**config.mk**
```make
export PLATFORM = sky130hd
export DESIGN_NAME = bipartite_buffer_manager
export DESIGN_NICKNAME = d
export VERILOG_FILES = /design/src/sv/bbm_pkg.sv /design/src/sv/bbm_step.sv /design/src/sv/bipartite_buffer_manager.sv
export SDC_FILE = /design/constraint.sdc
export NUM_CORES = 1
export LEC_CHECK = 0
export ABC_AREA = 1
export BUFFER_PORTS_ARGS = -buffer_cell sky130_fd_sc_hd__buf_2
export CAP_MARGIN = 20
export CORE_MARGIN = 3
export CORE_UTILIZATION = 51
export DETAILED_ROUTE_END_ITERATION = 12
export GPL_ROUTABILITY_DRIVEN = 0
export PLACE_DENSITY = 0.69
export SYNTH_ARGS = -nofsm -noshare
export SYNTH_HDL_FRONTEND = slang
export SYNTH_SLANG_ARGS = --single-unit
```
**constraint.sdc**
```tcl
create_clock -name clk -period 10.85 [get_ports clk]
set_input_delay 2.17 -clock clk [delete_from_list [all_inputs] [get_ports clk]]
set_output_delay 2.17 -clock clk [all_outputs]
set_load 0.01 [all_outputs]
```
**src/sv/bbm_pkg.sv**
```systemverilog
// Shared types and constants for the bip-buffer pointer manager.
// Used by bbm_step and bipartite_buffer_manager; depends on nothing.
`default_nettype none

package bbm_pkg;

  localparam int unsigned MAX_BYTES = 4096;
  localparam int unsigned PTR_W     = 13;
  localparam int unsigned OFS_W     = 12;

  typedef logic [PTR_W-1:0] ptr_t;

  localparam ptr_t MAX_PTR = ptr_t'(MAX_BYTES);

  typedef enum logic [1:0] {
    CMD_PUT  = 2'd0,
    CMD_GET  = 2'd1,
    CMD_PEEK = 2'd2
  } cmd_e;

  typedef enum logic [1:0] {
    STS_OK      = 2'd0,
    STS_NOSPACE = 2'd1,
    STS_EMPTY   = 2'd2,
    STS_TOOLONG = 2'd3
  } status_e;

  typedef struct packed {
    logic [1:0] command;
    ptr_t       length;
  } in_t;

  typedef struct packed {
    logic [1:0]       status;
    logic [OFS_W-1:0] offset;
    ptr_t             used_bytes;
    ptr_t             free_bytes;
    logic             is_empty;
  } out_t;

  typedef struct packed {
    ptr_t a_start;
    ptr_t a_end;
    ptr_t b_end;
    logic b_act;
  } regions_t;

endpackage

`default_nettype wire

```
**src/sv/bbm_step.sv**
```systemverilog
// One command against the region pointers: next pointers and the result word.
// Purely combinational; depends on bbm_pkg.
`default_nettype none

module bbm_step import bbm_pkg::*; (
  input  wire regions_t cur,
  input  wire ptr_t     cap,
  input  wire in_t      cmd_word,
  output regions_t      nxt,
  output out_t          res
);

  ptr_t    a_len;
  ptr_t    room;
  ptr_t    new_start;
  ptr_t    ofs;
  ptr_t    tail_room;
  ptr_t    head_gap;
  status_e sts;
  logic    chk_open;

  always_comb begin
    a_len     = cur.a_end - cur.a_start;
    room      = cur.b_act ? (cur.a_start - cur.b_end) : (cap - cur.a_end);
    new_start = cur.a_start + cmd_word.length;
    nxt       = cur;
    sts       = STS_OK;
    ofs       = '0;
    chk_open  = 1'b0;

    case (cmd_word.command)
      CMD_PUT: begin
        if (cmd_word.length > room) begin
          sts = STS_NOSPACE;
        end else begin
          chk_open = 1'b1;
          if (cur.b_act) begin
            ofs       = cur.b_end;
            nxt.b_end = cur.b_end + cmd_word.length;
          end else begin
            ofs       = cur.a_end;
            nxt.a_end = cur.a_end + cmd_word.length;
          end
        end
      end
      CMD_GET: begin
        if (a_len == '0) begin
          sts = STS_EMPTY;
        end else if (cmd_word.length > a_len) begin
          sts = STS_TOOLONG;
        end else begin
          chk_open    = 1'b1;
          ofs         = cur.a_start;
          nxt.a_start = new_start;
          // A drained: B (if any) becomes the new A
          if (new_start == cur.a_end) begin
            nxt.a_start = '0;
            nxt.a_end   = cur.b_act ? cur.b_end : '0;
            nxt.b_end   = '0;
            nxt.b_act   = 1'b0;
          end
        end
      end
      CMD_PEEK: begin
        if (cmd_word.length > a_len) begin
          sts = STS_TOOLONG;
        end else if (a_len == '0) begin
          sts = STS_EMPTY;
        end else begin
          ofs = cur.a_start;
        end
      end
      default: begin
        sts = STS_OK;
      end
    endcase

    // switch writes to B once the gap before A beats the tail space
    tail_room = cap - nxt.a_end;
    head_gap  = nxt.a_start - nxt.b_end;
    if (chk_open && (tail_room < head_gap)) begin
      nxt.b_act = 1'b1;
    end

    res.status     = sts;
    res.offset     = ofs[OFS_W-1:0];
    res.used_bytes = (nxt.a_end - nxt.a_start) + nxt.b_end;
    res.free_bytes = nxt.b_act ? (nxt.a_start - nxt.b_end) : (cap - nxt.a_end);
    res.is_empty   = (nxt.a_start == nxt.a_end);
  end

endmodule

`default_nettype wire

```
**src/sv/bipartite_buffer_manager.sv**
```systemverilog
// Top level of the bip-buffer pointer manager: input, state and result registers.
// Depends on bbm_pkg and bbm_step.
`default_nettype none

// Takes one command (put, get or peek) per clock; busy is never raised.
// An accepted command is held in the input register; the combinational
// pointer update in bbm_step feeds both the region pointers and the
// result register, from which the result word is on out_data with
// out_strobe high.
// The result is shown for exactly one cycle and cannot be held off.
// Writing cfg_wdata sets the capacity (0 reads as 1, values above 4096 as
// 4096) and empties the buffer; write it only when no command is in flight.
module bipartite_buffer_manager import bbm_pkg::*; (
  input  wire       clk,
  input  wire       rst_n,
  input  wire       start,
  output logic      busy,
  input  wire in_t  in_data,
  output logic      out_strobe,
  output out_t      out_data,
  input  wire       cfg_we,
  input  wire ptr_t cfg_wdata
);

  logic     in_vld_r;
  in_t      in_word_r;
  regions_t reg_r;
  regions_t reg_nxt;
  ptr_t     cap_r;
  ptr_t     cap_nxt;
  logic     out_strobe_r;
  out_t     out_word_r;
  out_t     res;

  assign busy = 1'b0;

  always_comb begin
    cap_nxt = cfg_wdata;
    if (cfg_wdata == '0) begin
      cap_nxt = ptr_t'(1);
    end else if (cfg_wdata > MAX_PTR) begin
      cap_nxt = MAX_PTR;
    end
  end

  bbm_step u_step (
    .cur      (reg_r),
    .cap      (cap_r),
    .cmd_word (in_word_r),
    .nxt      (reg_nxt),
    .res      (res)
  );

  always_ff @(posedge clk) begin
    if (!rst_n) begin
      in_vld_r     <= 1'b0;
      out_strobe_r <= 1'b0;
      reg_r        <= '0;
      cap_r        <= MAX_PTR;
    end else begin
      in_vld_r     <= start && !busy;
      out_strobe_r <= in_vld_r;
      if (cfg_we) begin
        cap_r <= cap_nxt;
        reg_r <= '0;
      end else if (in_vld_r) begin
        reg_r <= reg_nxt;
      end
    end
  end

  always_ff @(posedge clk) begin
    if (start && !busy) begin
      in_word_r <= in_data;
    end
    if (in_vld_r) begin
      out_word_r <= res;
    end
  end

  assign out_strobe = out_strobe_r;
  assign out_data   = out_word_r;

`ifndef SYNTHESIS
  a_latency: assert property (@(posedge clk) disable iff (!rst_n)
    (start && !busy) |-> ##2 out_strobe)
    else $error("accepted command produced no result word");

  a_order: assert property (@(posedge clk) disable iff (!rst_n)
    (reg_r.a_start <= reg_r.a_end) && (reg_r.a_end <= cap_r))
    else $error("region A pointers out of order");

  a_b_idle: assert property (@(posedge clk) disable iff (!rst_n)
    !reg_r.b_act |-> (reg_r.b_end == '0))
    else $error("region B end nonzero while B inactive");

  a_b_below_a: assert property (@(posedge clk) disable iff (!rst_n)
    reg_r.b_act |-> (reg_r.b_end <= reg_r.a_start))
    else $error("region B overlaps region A");

  a_fail_ofs: assert property (@(posedge clk) disable iff (!rst_n)
    (out_strobe && (out_data.status != STS_OK)) |-> (out_data.offset == '0))
    else $error("failed command reported a nonzero offset");
`endif

endmodule

`default_nettype wire
```
==> impl_metrics.tcl <==
set metrics [dict create \
    clk_latency_ns 0.38 \
    report.final.slew_viol_count 0 \
    tritoncts "done" \
    diodes 0 \
    synth_cell_type_count 57 \
    netlist_area_um2 11900 \
    synth_nets 1890 \
    cp_data_arrival_time_ns 10.07 \
    grt_max_degree 97 \
    synth-edff-count 56 \
    fin_setup_tns_ns 0 \
    drt_first_pass_iters 8 \
    grt_pass1_vias 10958 \
    ir_drop_uv 88.8 \
    dpl.hpwl_um 30600 \
    hold_violations 0 \
    drive_gt1_share_pct 9.19 \
    row_count 55 \
    final_common_cell "nand2_1" \
    p_leak_nw 6.54 \
    synth_ff_type "edfxtp_1" \
    startpoint_type "register" \
    wl_per_cell_um 18.6 \
    required_ns 11.10 \
    drc 0 \
    design.core.area_um2 22800 \
    path_delay_family "simple AND/OR/NAND/NOR gates" \
    synth_seq_cells 111 \
    vias 11757 \
    clock-sinks 111 \
    crit_path_frequent_cell "nand2_1" \
    crit_buf_inv 8 \
    nFillCells 2188 \
    critPathMaxFanout 12 \
    tightest_slew_ns 1.07 \
    critPathMaxStageDelay_ns 0.58 \
    fin_skew_ns 0.0175 \
    powerDensity_nw_per_um2 150 \
    post-route-period-util_pct 90.5 \
    placed_area_um2 12600 \
    fin_crit_ns 9.82 \
    numCtsBuffers 9 \
    vias_per_cell 5.69 \
    grt_pass1_wl_um 59700 \
    drt_first_iter_violations 1202 \
    drv_cap 0 \
    grt_remaining_overflow 0 \
    chipWidth_um 159 \
    portBuffers 73 \
    crit_path_top_delay_cell "dfxtp_1" \
    drt_wl_total_um 38400 \
    start_util_pct 52.3 \
    final_cell_mix "359 x nand2_1, 234 x inv_1, 163 x a21oi_1" \
    grt_use_total_pct 29.9 \
    hold_path.class "reg2reg" \
    end_kind "register" \
    cts_buffer_depth 2 \
    reg2reg_slack_ns 1.03 \
    status "finished clean" \
    setup_violations 0 \
    fin_area_um2 12900 \
    dieArea_um2 25200 \
    ys_async_sr_fraction_pct 0 \
    max_freq_mhz 102 \
    maxSlewHeadroom_pct 28.3 \
    antenna_left 0 \
    cts_hold_buf 0 \
    rsz0062_at_grt "no" \
    boundaryPins 75 \
    layout.nets 1950 \
    postSynthAreaPerCell_um2 7.06 \
    die_y_um 159 \
    clkSlewWorstSetupHoldPaths_ns 0.08 \
    root_buffer "clkbuf_16" \
    yosys_warnings 0 \
    ctsHtreeMaxLevel 3 \
    crit_type "reg2reg" \
    synth_seq_area_share_pct 23.3 \
    area_growth_pct 8.40 \
    antenna_found_initial 0 \
    synthCells 1687 \
]
-- metrics by stage --
step | power (W) | hold WS, ns | worst slack, ns | instances | util (%)
after floorplan | 0.00130 | 0.460 | 2.75 | 1687 | -
after global placement | 0.00156 | 0.492 | 1.37 | 2047 | 55.4
after detailed placement | 0.00158 | 0.497 | 1.10 | 2047 | 55.4
after CTS | 0.00192 | 0.509 | 1.02 | 2063 | 56.6
after global routing | 0.00210 | 0.545 | 0.0239 | 2065 | 56.7
final | 0.00194 | 0.512 | 1.03 | 2065 | 56.7
-- state kept, by name, summed over array words and instances, names as in the netlist --
name,count
cap_r,13
in_vld_r,1
in_word_r,15
out_data,41
out_strobe,1
reg_r,40
-- repair_timing --
| action | 4_1_cts | 5_1_grt |
|---|---|---|
| gates resized for setup | 0 | 4 |
| setup buffers | 0 | 1 |
| setup endpoints to repair | 0 | 12 |
-- cells in the mapped netlist (all sizes together) (14+ instances only) --
cell type	n	area, um2
xor2	49	444
nand3	110	613
edfxtp	56	1680
o21ai	135	683
nor2	114	457
ha	151	1890
dfxtp	55	1100
fa	20	400
a21oi	168	875
inv	242	908
o211ai	14	105
o21bai	17	128
nand2	372	1430
clkbuf	31	116
xnor2	19	166
nand4	34	213
-- path summary, 6_finish.rpt --
| check | start | end | cells after the start |
|---|---|---|---|
| setup / recovery | reg_r[15]$_SDFFE_PP0P_ | out_data[9]$_DFFE_PP_ | 59 |
| hold / removal | cap_r[12]$_SDFFE_PN1P_ | cap_r[12]$_SDFFE_PN1P_ | 2 |
| setup reg to reg | reg_r[15]$_SDFFE_PP0P_ | out_data[9]$_DFFE_PP_ | 59 |
| hold reg to reg | cap_r[12]$_SDFFE_PN1P_ | cap_r[12]$_SDFFE_PN1P_ | 2 |
-- report_power, final --
| part | total, W | switching, W | internal [W] |
|---|---|---|---|
| combinational | 0.00106 | 0.000682 | 0.000380 |
| clock | 0.000339 | 0.000179 | 0.000161 |
| sequential | 0.000540 | 0.0000296 | 0.000510 |
| total | 0.00194 | 0.000891 | 0.00105 |
-- worst reg2reg max path, delay by kind of cell, from the launching register on --
family / cells / cell delay [ns]
multiplexers: 1 / 0.23
XOR/XNOR: 1 / 0.20
AO/OA/AOI/OAI: 17 / 2.75
adder cells (fa/ha/maj): 5 / 1.51
buffers and inverters: 8 / 1.14
AND/OR/NAND/NOR: 27 / 3.34
flip-flops: 1 / 0.58
-- metal layers --
layer / GRT usage [%] / up-vias / wire length, um
met4: 13.6 / 2 / 1970
met1: 40.6 / 5327 / 16700
met3: 5.95 / 113 / 3380
met5: 0 / - / 56
met2: 46.1 / 529 / 16300
li1: - / 5786 / -
-- cell families (layout without fill, tap and decap cells) --
group | count (synthesis) | after routing | synth area share (%)
xor gates and xnor gates | 70 | 70 | 5.50
muxes | 3 | 3 | 0.252
adders and majority gates | 171 | 171 | 19.2
buffers and inverters | 285 | 350 | 9.08
AOI/OAI and AO/OA | 375 | 375 | 17.6
other | 1 | 1 | 0.0315
DFF | 111 | 111 | 23.3
and+or+nand+nor | 671 | 671 | 24.9
-- final cells by class --
class / instances / area, um2 / share of cell area [%]
well taps: 313 / 392 / 3.03
repair inverters: 1 / 7.51 / 0.0581
flip-flops and latches: 111 / 2790 / 21.6
inverters: 249 / 938 / 7.26
multi-input cells: 1291 / 8060 / 62.4
clock buffers: 10 / 229 / 1.77
clock inverters: 6 / 56.3 / 0.436
repair buffers: 84 / 448 / 3.47
Note: power is estimated with default switching activity, not from simulation.
